### config.mk
export PLATFORM = sky130hd
export DESIGN_NAME = tun_sqrt_cell
export DESIGN_NICKNAME = d
export VERILOG_FILES = /design/src/tun_pkg.sv /design/src/tun_sqrt_cell.sv
export SDC_FILE = /design/constraint.sdc
export NUM_CORES = 1
export LEC_CHECK = 0
export BUFFER_PORTS_ARGS = -buffer_cell sky130_fd_sc_hd__clkbuf_2
export CAP_MARGIN = 20
export CORE_AREA = 2 2 204 206
export CTS_CLUSTER_SIZE = 12
export DETAILED_ROUTE_END_ITERATION = 10
export DIE_AREA = 0 0 206 208
export MAX_ROUTING_LAYER = met4
export PLACE_DENSITY = 0.59
export SLEW_MARGIN = 10
export SYNTH_ARGS = -nofsm -noshare
export SYNTH_HDL_FRONTEND = slang
export SYNTH_SLANG_ARGS = --single-unit
### constraint.sdc
create_clock -name clock -period 7.84 [get_ports clock]
set_clock_uncertainty 0.2 [all_clocks]
set_input_delay 1.568 -clock clock [delete_from_list [all_inputs] [get_ports clock]]
set_output_delay 1.568 -clock clock [all_outputs]
set_load 0.005 [all_outputs]
### src/tun_pkg.sv
// ----------------------------------------------------------------------------
// Triangle unit normal package
// Widths, constants and the stage types shared by the normal pipeline.
// ----------------------------------------------------------------------------
package tun_pkg;

   localparam int COORD_BITS = 16;
   localparam int TAG_BITS   = 10;
   localparam int UNIT_BITS  = 16;
   localparam int EDGE_W     = COORD_BITS + 1;
   localparam int PROD_W     = 2 * EDGE_W;
   localparam int CROSS_W    = 2 * COORD_BITS + 3;
   localparam int MAG_W      = CROSS_W - 1;
   localparam int SQ_W       = 2 * MAG_W;
   localparam int SUM_W      = SQ_W + 2;
   localparam int ROOT_W     = SUM_W / 2;
   localparam int REM_W      = ROOT_W + 3;
   localparam int DREM_W     = ROOT_W + 1;
   localparam int Q_BITS     = UNIT_BITS;

   localparam logic [UNIT_BITS-1:0] UNIT_MAX = {1'b0, {(UNIT_BITS-1){1'b1}}};

   // One stage of the square root chain
   typedef struct packed {
      logic                           valid;
      logic [TAG_BITS-1:0]            tag;
      logic                           degen;
      logic [2:0]                     neg;
      logic [2:0][MAG_W-1:0]          mag;
      logic [SUM_W-1:0]               rad;
      logic [REM_W-1:0]               rem;
      logic [ROOT_W-1:0]              root;
   } tun_sqrt_type;

   // One stage of the division chain, three lanes sharing one divisor
   typedef struct packed {
      logic                           valid;
      logic [TAG_BITS-1:0]            tag;
      logic                           degen;
      logic [2:0]                     neg;
      logic [ROOT_W-1:0]              len;
      logic [2:0][DREM_W-1:0]         rem;
      logic [2:0][Q_BITS-1:0]         q;
   } tun_div_type;

endpackage

### src/tun_sqrt_cell.sv
// ----------------------------------------------------------------------------
// Square root cell
// Resolves one root bit per cell from two radicand bits (restoring method).
// ----------------------------------------------------------------------------
module tun_sqrt_cell (
   input  logic                    clock,
   input  logic                    reset,
   input  logic                    en,
   input  tun_pkg::tun_sqrt_type   din,
   output tun_pkg::tun_sqrt_type   dout
);
   import tun_pkg::*;

   tun_sqrt_type       dout_ff;
   logic [REM_W-1:0]   rem_sh;
   logic [REM_W-1:0]   trial;
   logic               ge;

   // Bring down two radicand bits and test the trial root
   always_comb begin
      rem_sh = {din.rem[REM_W-3:0], din.rad[SUM_W-1 -: 2]};
      trial  = {1'b0, din.root, 2'b01};
      ge     = rem_sh >= trial;
   end

   // Advance the cell; only the valid bit is reset
   always_ff @(posedge clock) begin
      if (reset) begin
         dout_ff.valid <= 1'b0;
      end else if (en) begin
         dout_ff.valid <= din.valid;
      end
      if (en) begin
         dout_ff.tag   <= din.tag;
         dout_ff.degen <= din.degen;
         dout_ff.neg   <= din.neg;
         dout_ff.mag   <= din.mag;
         dout_ff.rad   <= {din.rad[SUM_W-3:0], 2'b00};
         dout_ff.rem   <= ge ? (rem_sh - trial) : rem_sh;
         dout_ff.root  <= {din.root[ROOT_W-2:0], ge};
      end
   end

   assign dout = dout_ff;

endmodule

==> results.sh <==
export IMPL_drive_above_1_share_pct=50.7
export IMPL_crit_chain="clkbuf_2, inv_1, ha_1, nand2_2, nor3_2, nand2_1, or4_1, o21ai_1, nor2_1, o21ai_1, nand2_4, inv_8, mux2_2"
export IMPL_ys_types=57
export IMPL_synth_edf_count=257
export IMPL_yosys_warnings=0
export IMPL_wire_per_inst_um=21.8
export IMPL_path_clk_slew_ns=0.06
export IMPL_endpoint_kind="register"
export IMPL_routed_via_density=4.43
export IMPL_required_ns=7.98
export IMPL_dp_cells=1682
export IMPL_critPathSlowestCell="or4_1"
export IMPL_die_w_um=206
export IMPL_area_growth_pct=39.5
export IMPL_share_seq_of_total_power_pct=45.4
export IMPL_insertion_delay_ns=0.58
export IMPL_rsz0062_at_grt="no"
export IMPL_maxSlewViolCount=0
export IMPL_antenna_left=0
export IMPL_intPower_uw=2820
export IMPL_cts_sinks=258
export IMPL_power_switching_uw=931
export IMPL_die_area_um2=42800
export IMPL_power_leakage_uw=0.00665
export IMPL_crit_type="in -> reg"
export IMPL_maxSlewHeadroom_pct=28.8
export IMPL_cts_buffers=31
export IMPL_dp_hpwl_mm=30.3
export IMPL_synth_top_area_share_pct=72.5
export IMPL_finalCritPeriodShare_pct=56.1
export IMPL_max_freq_ghz=0.227
export IMPL_ys_seq_area_share_pct=72.7
export IMPL_root_buffer="clkbuf_16"
export IMPL_finalNonFillerCells=1750
export IMPL_num_vias=7745
export IMPL_grt_pass1_vias=7853
export IMPL_period_needed_ns=4.40
export IMPL_ir_worst_vdd_uv=164
export IMPL_switching_share_pct=24.8
export IMPL_synth_common_cells="edfxtp_1 (257), inv_1 (51), a21oi_1 (37), ha_1 (37), nand2_1 (29)"
export IMPL_grtUsageTotal_pct=17.4
export IMPL_postSynth_asyncResetShare_pct=0
export IMPL_wl_mm=38.2
export IMPL_fin_util_pct=36.6
export IMPL_finalHoldViolCount=0
export IMPL_outcome="finished clean"
export IMPL_ys_flop_type="edfxtp_1"
export IMPL_pwr_share_comb_pct=14.7
export IMPL_ys_ff_latch=258
export IMPL_whs_ns=0.328
export IMPL_dieHeight_um=208
export IMPL_ctsHoldBuffers=0
export IMPL_htree_levels=1
export IMPL_min_path_type="reg -> reg"
export IMPL_pin_count=523
export IMPL_tns_ns=0
export IMPL_initial_core_util_pct=26.3
export IMPL_fill_cells=4007
export IMPL_synth_most_common_cell="edfxtp_1"
export IMPL_worstPathArrival_ns=4.54
export IMPL_synth_area_leaders="edfxtp_1 (72%), ha_1 (4.3%), mux2_4 (3.9%)"
export IMPL_rows=74
export IMPL_cp_common_cell="o21ai_1"
export IMPL_grt_pass1_wl_mm=52.5
export IMPL_portBuffers=518
export IMPL_synth_top_area_cell="edfxtp_1"
export IMPL_cap_viol_max_count=0
export IMPL_gp_congestion=0.886
export IMPL_cp_start_kind="input pin"
export IMPL_worstPathMaxFanout=35
export IMPL_largest_reg_flops=258
export IMPL_worst_slack_ns=3.44
export IMPL_layout_nets=1483
export IMPL_core_um2=40600
export IMPL_cts_repair_resized=0
export IMPL_power_share_clock_pct=39.9
export IMPL_post_cts_buffers=0
export IMPL_synth_cells=648
export IMPL_max_stage_delay_ns=0.58
export IMPL_grt_overflow=0
export IMPL_path_buf_inv=3
export IMPL_grt_start_max_net_pins=156
export IMPL_route_detailed_drc=0
export IMPL_antenna_found_initial=9
export IMPL_tightest_slew_ns=1.07
export IMPL_cts_tree="done"
export IMPL_syn_avg_cell_area_um2=16.4
export IMPL_place_ws_ns=2.74
export IMPL_drtIter0Drc=411
export IMPL_netlist_area_um2=10600
export IMPL_setup_violations=0
export IMPL_p_per_area_nw_per_um2=253
export IMPL_cts_buffer_depth=3
export IMPL_drtPass1Iterations=5
export IMPL_cp_top_family="simple AND/OR/NAND/NOR gates"
-- logic make-up after synthesis --
kind of cell    synth area share (%)
compound gates                  7.58
xor+xnor                        2.88
fa+ha+maj                       4.35
buf+inv                         3.61
flops                           72.7
mux                             4.76
other cells                   0.0352
simple gates                    4.12
-- worst register-to-register path: stages (launching register included) --
cell and delay, ns:
dfxtp_1 0.31, mux2i_1 0.12, nor2_1 0.06
-- path summary, 6_finish.rpt --
check | startpoint | endpoint | slack [ns] | depth (start not counted)
hold reg to reg | dout[259]$_SDFFE_PP0P_ | dout[259]$_SDFFE_PP0P_ | 0.33 | 2
setup / recovery | din[21] | dout[41]$_DFFE_PP_ | 3.44 | 13
hold / removal | dout[259]$_SDFFE_PP0P_ | dout[259]$_SDFFE_PP0P_ | 0.33 | 2
setup reg to reg | dout[259]$_SDFFE_PP0P_ | dout[259]$_SDFFE_PP0P_ | 7.04 | 2
-- power groups by stage --
| stage | sequential (µW) | clock [µW] | combinational [µW] |
|---|---|---|---|
| 2_1_floorplan | 1750 | 0 | 245 |
| 3_3_place_gp | 1730 | 0 | 560 |
| 3_5_place_dp | 1730 | 0 | 564 |
| 4_1_cts | 1710 | 1540 | 568 |
| 5_1_grt | 1720 | 1590 | 601 |
| 6_report | 1700 | 1500 | 553 |
-- placed cells by master (no fill, tap or decap), types with 4 or more instances in the layout --
cell       netlist  final
a31oi_1          6      6
o211ai_1         8      8
ha_1            37     37
nor3_1           8      8
a21oi_1         37     37
edfxtp_1       257    257
diode_2          0     10
clkbuf_8         0      7
clkbuf_16        0     31
o21ai_0         14     14
a21o_1          18     18
o21bai_1         5      5
clkbuf_2         0    517
clkbuf_1         2      8
o21a_1           4      4
nand2_1         29     29
nand4_1         13     13
inv_1           51     51
xnor2_1         24     24
xor2_1          11     11
nor2_1          21     21
mux2_2           5      5
mux2_4          28     28
-- cell type report --
type	count	area, µm²	share of cell area, %
Tap cell	532	666	4.48
Antenna cell	10	25.0	0.168
Clock inverter	12	161	1.09
Timing Repair Buffer	520	2630	17.7
Sequential cell	258	7740	52.1
Inverter	52	203	1.36
Multi-Input combinational cell	320	2530	17.0
Clock buffer	46	902	6.07
-- per-stage QoR --
stage	instance area, µm²	total power, µW
after floorplan	10700	1990
after global placement	13800	2290
after detailed placement	13800	2300
after CTS	14800	3810
after global routing	14800	3910
final	14900	3750
-- metal layers --
metal	vias up	track usage, %	share of wire, %
li1	3546	-	-
met4	0	8.65	5.5
met1	3757	18.1	37
met2	348	29.1	49
met5	-	-	0
met3	94	5.98	8.6
Note: power is estimated with default switching activity, not from simulation.
