**src/tun_pkg.sv**
```systemverilog
// ----------------------------------------------------------------------------
// Triangle unit normal package
// Widths, constants and the stage types shared by the normal pipeline.
// ----------------------------------------------------------------------------
package tun_pkg;

   localparam int COORD_BITS = 16;
   localparam int TAG_BITS   = 10;
   localparam int UNIT_BITS  = 16;
   localparam int EDGE_W     = COORD_BITS + 1;
   localparam int PROD_W     = 2 * EDGE_W;
   localparam int CROSS_W    = 2 * COORD_BITS + 3;
   localparam int MAG_W      = CROSS_W - 1;
   localparam int SQ_W       = 2 * MAG_W;
   localparam int SUM_W      = SQ_W + 2;
   localparam int ROOT_W     = SUM_W / 2;
   localparam int REM_W      = ROOT_W + 3;
   localparam int DREM_W     = ROOT_W + 1;
   localparam int Q_BITS     = UNIT_BITS;

   localparam logic [UNIT_BITS-1:0] UNIT_MAX = {1'b0, {(UNIT_BITS-1){1'b1}}};

   // One stage of the square root chain
   typedef struct packed {
      logic                           valid;
      logic [TAG_BITS-1:0]            tag;
      logic                           degen;
      logic [2:0]                     neg;
      logic [2:0][MAG_W-1:0]          mag;
      logic [SUM_W-1:0]               rad;
      logic [REM_W-1:0]               rem;
      logic [ROOT_W-1:0]              root;
   } tun_sqrt_type;

   // One stage of the division chain, three lanes sharing one divisor
   typedef struct packed {
      logic                           valid;
      logic [TAG_BITS-1:0]            tag;
      logic                           degen;
      logic [2:0]                     neg;
      logic [ROOT_W-1:0]              len;
      logic [2:0][DREM_W-1:0]         rem;
      logic [2:0][Q_BITS-1:0]         q;
   } tun_div_type;

endpackage

```
**src/tun_div_cell.sv**
```systemverilog
// ----------------------------------------------------------------------------
// Division cell
// Resolves one quotient bit for each of the three normal components.
// ----------------------------------------------------------------------------
module tun_div_cell (
   input  logic                   clock,
   input  logic                   reset,
   input  logic                   en,
   input  tun_pkg::tun_div_type   din,
   output tun_pkg::tun_div_type   dout
);
   import tun_pkg::*;

   tun_div_type         dout_ff;
   logic [2:0]          ge;
   logic [DREM_W-1:0]   diff [3];

   // Compare and subtract per lane
   always_comb begin
      for (int i = 0; i < 3; i++) begin
         ge[i]   = din.rem[i] >= {1'b0, din.len};
         diff[i] = ge[i] ? (din.rem[i] - {1'b0, din.len}) : din.rem[i];
      end
   end

   // Advance the cell; only the valid bit is reset
   always_ff @(posedge clock) begin
      if (reset) begin
         dout_ff.valid <= 1'b0;
      end else if (en) begin
         dout_ff.valid <= din.valid;
      end
      if (en) begin
         dout_ff.tag   <= din.tag;
         dout_ff.degen <= din.degen;
         dout_ff.neg   <= din.neg;
         dout_ff.len   <= din.len;
         for (int i = 0; i < 3; i++) begin
            dout_ff.rem[i] <= {diff[i][DREM_W-2:0], 1'b0};
            dout_ff.q[i]   <= {din.q[i][Q_BITS-2:0], ge[i]};
         end
      end
   end

   assign dout = dout_ff;

endmodule

```
**config.mk**
```make
export PLATFORM = sky130hd
export DESIGN_NAME = tun_div_cell
export DESIGN_NICKNAME = d
export VERILOG_FILES = /design/src/tun_pkg.sv /design/src/tun_div_cell.sv
export SDC_FILE = /design/constraint.sdc
export NUM_CORES = 1
export LEC_CHECK = 0
export ABC_AREA = 1
export ABC_CLOCK_PERIOD_IN_PS = 3070
export BUFFER_PORTS_ARGS = -buffer_cell sky130_fd_sc_hd__buf_2
export CELL_PAD_IN_SITES_DETAIL_PLACEMENT = 1
export CELL_PAD_IN_SITES_GLOBAL_PLACEMENT = 2
export CORE_MARGIN = 2
export CORE_UTILIZATION = 30
export CTS_CLUSTER_SIZE = 16
export DETAILED_ROUTE_END_ITERATION = 12
export MAX_ROUTING_LAYER = met4
export PLACE_DENSITY_LB_ADDON = 0.1
export SYNTH_ARGS = -nofsm -noshare
export SYNTH_HDL_FRONTEND = slang
export SYNTH_SLANG_ARGS = --single-unit
```
**constraint.sdc**
```tcl
create_clock -name clock -period 3.07 [get_ports clock]
set_input_delay 0.4605 -clock clock [delete_from_list [all_inputs] [get_ports clock]]
set_output_delay 0.4605 -clock clock [all_outputs]
set_load 0.1 [all_outputs]
```
==> results of run 1 <==
[cell usage after synthesis, types with 18 or more instances]
cell type  instances
a21oi_1           81
edfxtp_1         202
ha_1             105
inv_1            346
nand2_1          886
nand2_2           23
nand3_1           80
nand3_2           33
nand3b_1          18
nor2_1           161
o21ai_0           35
xor2_1            48
[worst paths after layout]
kind / end / startpoint / slack, ns
hold reg to reg: dout[205] / dout[205] / 0.50
hold / removal: dout[205] / reset / 0.04
setup / recovery: dout[154] / din[183] / 0.72
setup reg to reg: dout[205] / dout[205] / 2.49
[worst max-delay path: stages]
cell	delay (ns)
buf_2	0.10
inv_1	0.13
buf_4	0.20
ha_1	0.31
nand2_1	0.16
inv_1	0.05
a21oi_1	0.23
nand2_1	0.10
a21oi_2	0.19
nand2_2	0.09
nand2_2	0.08
nand2_4	0.07
buf_4	0.20
buf_12	0.14
nand3_1	0.10
nand2_1	0.07
[cells by family after synthesis]
| logic type | after synthesis | share of synthesized area, % |
|---|---|---|
| AND/OR/NAND/NOR | 1259 | 34.02 |
| buffers and inverters | 386 | 10.27 |
| flip-flops | 203 | 39.10 |
| AO/OA/AOI/OAI | 135 | 4.654 |
| adder cells (fa/ha/maj) | 108 | 8.826 |
| XOR/XNOR | 54 | 3.038 |
| other | 1 | 0.02409 |
| multiplexers | 1 | 0.06431 |
[metal layers]
metal	GRT usage, %	share of wire (%)
met5	-	0
met2	41.08	47
met3	2.922	4.2
met1	31.79	46
met4	6.751	2.7
[power by group]
group / switching, mW / internal (mW) / leakage (nW)
Combinational: 4.12 / 1.09 / 8.20
Sequential: 0.104 / 3.47 / 1.98
Clock: 1.36 / 1.64 / 0.406
Total: 5.58 / 6.19 / 10.6
[final cells by class]
class | instances | share of cell area (%)
Clock buffer | 29 | 3.435
Multi-Input combinational cell | 1560 | 39.67
Tap cell | 680 | 4.279
Inverter | 362 | 6.846
Sequential cell | 203 | 30.60
Clock inverter | 21 | 0.7299
Timing Repair Buffer | 489 | 14.38
Antenna cell | 4 | 0.05034
==> run_results.csv, run 1 <==
group,metric,value,unit
placed_design,dp.cells,3294,
timing,tns,0,ns
global_routing,overflow,0,
timing,finalCriticalPeriod,2.351,ns
finish,area_growth,27.75,%
placed_design,port_buffers,408,
synth,yosys_warnings,0,
outcome,outcome,"complete, no violations",
finish,final_common_cell,"nand2_1",
timing,fin_worst_skew,0,ns
synth,synth_edf_count,202,
critical_path,worst_setup_path_end_kind,"register",
global_routing,grt_max_degree,73,
critical_path,critPathLaunchType,"input pin",
synth,async_flop_share,0,%
power,cellPowerDensity,591.9,mW/mm2
route,num_vias,15420,
timing,setup_violations,0,
clock_tree,cts-resized-gates,0,
floorplan,start_util,30.34,%
synth,synth_cells,2147,
route,viasPerCell,4.605,
clock_tree,cts_buffers,27,
floorplan,die_h,231.8,um
finish,utilization,38.76,%
finish,largest_register_ffs,203,
timing,holdWs,0.04141,ns
floorplan,dieArea,0.05372,mm2
clock_tree,clk_latency,0.57,ns
route,drt_iter0_markers,706,
min_path,holdCritPathClass,"in2reg",
timing,fmax,425.4,MHz
power,p_leak,10.59,nW
route,drtPass1Iterations,4,
power,power,11.77,mW
floorplan,ios,415,
finish,fillers,6575,
critical_path,critPathRequiredTime,3.41,ns
route,wl_per_cell,19.73,um
route,drcViolationCount,0,
clock_tree,holdBufCountCts,0,
finish,final_area,0.01989,mm2
timing,slew_headroom,50.50,%
synth,synth_ff_type,"edfxtp_1",
timing,fin_crit_sh,76.57,%
placed_design,dp_slack,0.1415,ns
synth,syn_area_per_cell,7.250,um2
clock_tree,cts_sinks,203,
clock_tree,cts_setup_buffers,0,
floorplan,placeableCoreArea,0.05130,mm2
global_routing,grtUsageTotal,24.73,%
critical_path,critPathArrivalTime,2.69,ns
route,drt.antenna.violating_nets,0,
power,ir_worst_vdd,0.4072,mV
finish,multi_input_area,0.007889,mm2
clock_tree,cts_root_buf,"clkbuf_16",
synth,synth_seq_cells,203,
synth,synthTopCellsByArea,"edfxtp_1, nand2_1, ha_1",
clock_tree,clk_pin_slew,0.07,ns
synth,synth_top_cell_by_area,"edfxtp_1",
global_routing,antenna_found_initial,6,
synth,ys_seq_area_share,39.10,%
global_routing,grt_pass1_vias,15810,
critical_path,rr_worst_depth,2,
placed_design,detailed_place_hpwl,56580,um
synth,synth_top_area_share,38.97,%
placed_design,place_area,0.01905,mm2
flow_run,cap_violations,0,
timing,slew_viol_final,0,
synth,syn_area,0.01557,mm2
clock_tree,clockBufferDepth,3,
finish,ff_latch_area,0.006086,mm2
floorplan,row_count,83,
timing,rsz0062_at_grt,"no",
finish,drive_gt1_share,23.54,%
clock_tree,cts_tree,"done",
finish,final_cell_mix,"nand2_1, buf_2, inv_1, edfxtp_1, nor2_1",
synth,synth_cell_type_count,35,
clock_tree,h-tree-depth,1,
timing,finalHoldViolCount,0,
global_routing,grt_pass1_wl,96300,um
timing,tightestPinTransition,0.7425,ns
route,drt_wl_total,66050,um
timing,fin_ws,0.7194,ns
critical_path,path_max_fanout,9,
critical_path,crit_type,"in2reg",
min_path,min_path_cells,2,
finish,nNetsFinal,2960,
floorplan,dieWidth,231.8,um
finish,final_cells,3348,
placed_design,gp_congestion,0.9116,
Note: power is estimated with default switching activity, not from simulation.
==> run 2: changes to the inputs <==
--- a/config.mk
+++ b/config.mk
@@ -5,13 +5,13 @@
 export SDC_FILE = /design/constraint.sdc
 export NUM_CORES = 1
 export LEC_CHECK = 0
-export ABC_AREA = 1
-export ABC_CLOCK_PERIOD_IN_PS = 3070
+export ABC_AREA = 0
+export ABC_CLOCK_PERIOD_IN_PS = 1980
 export BUFFER_PORTS_ARGS = -buffer_cell sky130_fd_sc_hd__buf_2
 export CELL_PAD_IN_SITES_DETAIL_PLACEMENT = 1
 export CELL_PAD_IN_SITES_GLOBAL_PLACEMENT = 2
 export CORE_MARGIN = 2
-export CORE_UTILIZATION = 30
+export CORE_UTILIZATION = 28
 export CTS_CLUSTER_SIZE = 16
 export DETAILED_ROUTE_END_ITERATION = 12
 export MAX_ROUTING_LAYER = met4
==> constraint.sdc (replaced) <==
create_clock -name clock -period 1.98 [get_ports clock]
set_input_delay 0.297 -clock clock [delete_from_list [all_inputs] [get_ports clock]]
set_output_delay 0.297 -clock clock [all_outputs]
set_load 0.1 [all_outputs]
==> run_results.csv, run 2 <==
group,metric,value,unit
clock_tree,cts_tree,"done",
critical_path,timing.critical_path.max_delay_family,"compound AO/OA/AOI/OAI gates",
flow_run,cap_violations,0,
global_routing,grt_pass1_wl,85090,um
timing,holdWs,0.04342,ns
power,p_comb_share,46.3,%
synth,synth_seq_cells,203,
route,drt.antenna.violating_nets,0,
synth,synth_ff_type,"edfxtp_1",
critical_path,cp_num_buf_inv,6,
synth,synth_top_cell_by_area,"edfxtp_1",
finish,final_common_cell,"buf_2",
placed_design,dp_slack,-1.454,ns
route,drt_iter0_markers,540,
power,cellPowerDensity,883.1,mW/mm2
clock_tree,clockBufferDepth,3,
timing,setup_violations,108,
critical_path,critPathRequiredTime,2.27,ns
floorplan,start_util,28.49,%
critical_path,slowest_delay,0.29,ns
synth,synth_edf_count,202,
power,clockPowerShare,26.7,%
timing,slew_headroom,62.48,%
synth,synth_cells,1209,
critical_path,critPathArrivalTime,2.83,ns
critical_path,crit_chain,"buf_8, clkinvlp_4, buf_12, ha_4, a21o_1, a211o_1, o21ai_4, a21oi_4, buf_6, o21ai_2, nand2_2, a31oi_4, o21ai_4, buf_6, buf_12, mux2_4",
power,p_leak,10.21,nW
floorplan,placeableCoreArea,0.04441,mm2
timing,tightestPinTransition,0.5667,ns
outcome,violations,"setup timing",
finish,largest_register_ffs,203,
min_path,holdCritPathClass,"in2reg",
route,drtPass1Iterations,5,
finish,nNetsFinal,2459,
critical_path,crit_slowest_cell,"a211o_1",
power,swShare,42.00,%
global_routing,grt_max_degree,48,
global_routing,grt_pass1_vias,14160,
global_routing,overflow,0,
global_routing,grtUsageTotal,24.59,%
synth,async_flop_share,0,%
floorplan,row_count,77,
finish,area_growth,83.94,%
clock_tree,clk_pin_slew,0.06,ns
critical_path,path_max_fanout,6,
finish,final_cell_mix,"buf_2, buf_4, edfxtp_1, dlygate4sd3_1, a21oi_1",
critical_path,worst_setup_path_end_kind,"register",
outcome,outcome,"complete, but fails checks",
synth,yosysMostFrequentCell,"edfxtp_1",
finish,utilization,52.40,%
route,wl_per_cell,20.78,um
floorplan,dieWidth,216.6,um
global_routing,antenna_found_initial,16,
timing,rsz0062_at_grt,"yes",
route,drcViolationCount,0,
synth,yosys_warnings,0,
clock_tree,cts_root_buf,"clkbuf_16",
synth,synthTopCellsByArea,"edfxtp_1, ha_1, a21oi_1",
finish,fillers,4848,
power,power_frac_seq,27.0,%
route,num_vias,13090,
clock_tree,h-tree-depth,1,
floorplan,dieArea,0.04691,mm2
clock_tree,cts_buffers,26,
timing,fin_ws,-0.5523,ns
timing,fin_crit_sh,127.9,%
synth,syn_area,0.01265,mm2
synth,synthTopCellsByCount,"edfxtp_1, a21oi_1, ha_1",
synth,synth_cell_type_count,62,
synth,syn_area_per_cell,10.47,um2
finish,drive_gt1_share,57.59,%
clock_tree,cts_sinks,203,
timing,finalHoldViolCount,0,
timing,slew_viol_final,0,
synth,synth_top_area_share,47.94,%
route,drt_wl_total,57450,um
power,ir_worst_vdd,0.8036,mV
timing,finalCriticalPeriod,2.532,ns
floorplan,die_h,216.6,um
timing,fmax,394.9,MHz
route,viasPerCell,4.734,
power,power_switching,8.633,mW
critical_path,critPathLaunchType,"input pin",
placed_design,port_buffers,408,
power,p_int,11.92,mW
timing,fin_worst_skew,0,ns
clock_tree,clk_latency,0.55,ns
placed_design,detailed_place_hpwl,42640,um
critical_path,crit_type,"in2reg",
floorplan,ios,415,
power,power,20.55,mW
placed_design,gp_congestion,0.8862,
synth,ys_seq_area_share,48.10,%
## run 2: kinds of logic after synthesis
group / Yosys count / synth area share (%)
fa+ha+maj: 108 / 10.86
other cells: 1 / 0.02964
compound gates: 377 / 17.87
xor+xnor: 93 / 6.437
mux: 26 / 2.413
simple gates: 297 / 10.85
buf+inv: 104 / 3.451
flops: 203 / 48.10
## run 2: worst paths after layout
kind	cells past startpoint	startpoint	slack, ns	endpoint
worst max-delay path	16	din[161]	-0.55	dout[63]
worst min-delay path	3	din[153]	0.04	dout[154]
worst max register to register	3	dout[205]	0.80	dout[205]
worst min register to register	3	dout[205]	1.08	dout[205]
## run 2: what timing repair did
item                                    in CTS  in global routing
endpoints found under the hold margin       89                  0
hold buffers                                90                  0
resized for setup                          352                110
setup buffers                               59                 15
endpoints found under the setup margin     108                108
pin swaps                                   90                 47
cloned                                      11                  2
## run 2: routing by layer
| layer | wire length [um] | track usage [%] | share of wire [%] | vias to the layer above |
|---|---|---|---|---|
| li1 | - | - | - | 6372 |
| met1 | 24160 | 29.50 | 42 | 6314 |
| met2 | 28460 | 42.10 | 50 | 326 |
| met3 | 3165 | 4.533 | 5.5 | 78 |
| met4 | 1663 | 7.078 | 2.9 | 0 |
| met5 | 0 | - | 0 | - |
## run 2: worst reg2reg max path: stages (launching register included)
cell           delay (ns)
dfxtp_1              0.32
mux2i_1              0.13
nor2_1               0.05
dlygate4sd3_1        0.56
## run 2: metrics by stage
step	instances	cell area [um2]	setup TNS, ns
finish	2765	23270	-48.82
global route	2765	23270	-58.88
CTS	2743	22730	-46.03
detailed placement	2539	18810	-135.10
global placement	2539	18810	-125.84
floorplan	1211	13470	-76.39
## run 2: area by class of cell
cell class,count,area (um2),area share [%]
clock buffer,32,714.4,3.070
inverter,62,294.0,1.263
sequential,203,6086,26.15
tap,592,740.7,3.182
multi-input combinational,904,8088,34.75
timing repair buffer,945,7058,30.32
clock inverter,16,266.5,1.145
antenna,11,27.53,0.1183
## run 2: power groups by stage
| stage | sequential [mW] | combinational, mW | clock, mW |
|---|---|---|---|
| floorplan | 9.35 | 2.22 | 0 |
| global placement | 5.61 | 8.24 | 0 |
| detailed placement | 5.62 | 8.32 | 0 |
| CTS | 5.54 | 9.29 | 5.60 |
| global route | 5.59 | 10.0 | 5.79 |
| finish | 5.54 | 9.52 | 5.49 |
==> run 3: changes to the inputs <==
--- a/config.mk
+++ b/config.mk
@@ -16,6 +16,7 @@
 export DETAILED_ROUTE_END_ITERATION = 12
 export MAX_ROUTING_LAYER = met4
 export PLACE_DENSITY_LB_ADDON = 0.1
+export SKIP_CTS_REPAIR_TIMING = 1
 export SYNTH_ARGS = -nofsm -noshare
 export SYNTH_HDL_FRONTEND = slang
 export SYNTH_SLANG_ARGS = --single-unit
==> run_results.csv, run 3 (synthesized netlist as in run 2, its figures left out) <==
group,metric,value,unit
finish,final_common_cell,"buf_2",
clock_tree,cts_root_buf,"clkbuf_16",
timing,fin_ws,-0.6759,ns
clock_tree,cts_buffers,26,
global_routing,grt_pass1_vias,12810,
timing,fin_crit_sh,134.1,%
route,drt_wl_total,54300,um
critical_path,crit_slowest_cell,"ha_1",
timing,tightestPinTransition,0.5715,ns
floorplan,die_h,216.6,um
floorplan,ios,415,
critical_path,setup.worst_path.start,"din[162]",
power,p_leak,9.663,nW
timing,holdWs,0.02686,ns
timing,fmax,376.5,MHz
outcome,outcome,"complete, but fails checks",
critical_path,slowest_delay,0.38,ns
timing,finalHoldViolCount,0,
clock_tree,clk_latency,0.55,ns
clock_tree,clockBufferDepth,3,
outcome,violations,"setup timing",
timing,slew_viol_final,0,
min_path,holdCritPathClass,"in2reg",
floorplan,start_util,28.49,%
flow_run,cap_violations,0,
clock_tree,cts_sinks,203,
floorplan,dieArea,0.04691,mm2
clock_tree,cts_tree,"done",
route,drt_iter0_markers,504,
global_routing,grtUsageTotal,21.72,%
critical_path,crit_chain,"buf_2, inv_1, ha_1, buf_4, nand2_1, or2_2, o21ai_4, a21oi_4, o31ai_4, a222oi_1, buf_4, nand2_8, buf_12, buf_12, mux2_2",
finish,final_cell_mix,"buf_2, buf_4, edfxtp_1, a21oi_1, dlygate4sd3_1",
placed_design,gp_congestion,0.8862,
global_routing,overflow,0,
critical_path,critPathRequiredTime,2.27,ns
placed_design,port_buffers,408,
floorplan,row_count,77,
power,cellPowerDensity,914.8,mW/mm2
timing,setup_violations,108,
route,num_vias,12800,
critical_path,timing.critical_path.max_delay_family,"buffers and inverters",
timing,finalCriticalPeriod,2.656,ns
critical_path,critPathArrivalTime,2.95,ns
timing,tns,-54.23,ns
route,wl_per_cell,20.04,um
finish,area_growth,70.93,%
global_routing,grt_pass1_wl,75490,um
clock_tree,h-tree-depth,1,
finish,largest_register_ffs,203,
global_routing,antenna_found_initial,15,
route,drtPass1Iterations,4,
clock_tree,clk_pin_slew,0.06,ns
min_path,worstHoldStart,"din[172]",
critical_path,crit_type,"in2reg",
timing,rsz0062_at_grt,"yes",
critical_path,r2r_start,"dout[205]",
finish,nNetsFinal,2405,
critical_path,cp_num_buf_inv,6,
floorplan,dieWidth,216.6,um
timing,slew_headroom,62.16,%
critical_path,path_max_fanout,8,
route,viasPerCell,4.721,
route,drt.antenna.violating_nets,0,
placed_design,detailed_place_hpwl,42640,um
timing,fin_worst_skew,0,ns
placed_design,dp_slack,-1.454,ns
finish,drive_gt1_share,50.38,%
critical_path,critPathLaunchType,"input pin",
placed_design,dp.cells,2539,
global_routing,grt_max_degree,48,
finish,final_cells,2710,
floorplan,placeableCoreArea,0.04441,mm2
finish,utilization,48.70,%
route,drcViolationCount,0,
critical_path,worst_setup_path_end_kind,"register",
power,ir_worst_vdd,0.7949,mV
## run 3: cell types whose count changed in the layout (fill, tap and decap cells not counted), sizes merged
cell,previous run,this run
buf,853,799
clkinv,6,8
inv,60,58
clkbuf,34,35
diode,11,10
dlygate4sd3,90,89
## run 3: final timing paths
| path | endpoint | slack [ns] | depth (start not counted) |
|---|---|---|---|
| worst max-delay path | dout[92] | -0.68 | 15 |
| worst min-delay path | dout[172] | 0.03 | 1 |
| worst max register to register | dout[205] | 0.79 | 3 |
| worst min register to register | dout[205] | 1.10 | 3 |
## run 3: area by class of cell
| type | instances | area [um2] |
|---|---|---|
| Sequential cell | 203 | 6086 |
| Fill cell | 4982 | 22790 |
| Inverter | 62 | 289.0 |
| Clock buffer | 32 | 714.4 |
| Timing Repair Buffer | 891 | 6255 |
| Tap cell | 592 | 740.7 |
| Multi-Input combinational cell | 904 | 7252 |
| Antenna cell | 10 | 25.02 |
| Clock inverter | 16 | 266.5 |
## run 3: power breakdown
part / switching (mW) / internal (mW) / leakage, nW
Combinational: 6.14 / 2.64 / 7.21
Clock: 1.99 / 3.47 / 0.469
Sequential: 0.146 / 5.39 / 1.99
## run 3: through the flow
stage	cell area [um2]	total power [mW]
5_1_grt	21630	20.61
4_1_cts	19790	19.48
3_5_place_dp	18810	13.93
6_report	21630	19.78
3_3_place_gp	18810	13.85
2_1_floorplan	13470	11.56
## run 3: layer usage
layer | vias up | GRT usage [%] | routed length (um)
li1 | 6255 | - | -
met1 | 6143 | 27.18 | 23540
met2 | 336 | 35.98 | 26250
met3 | 61 | 4.365 | 3164
met4 | 0 | 5.388 | 1345
met5 | - | - | 0
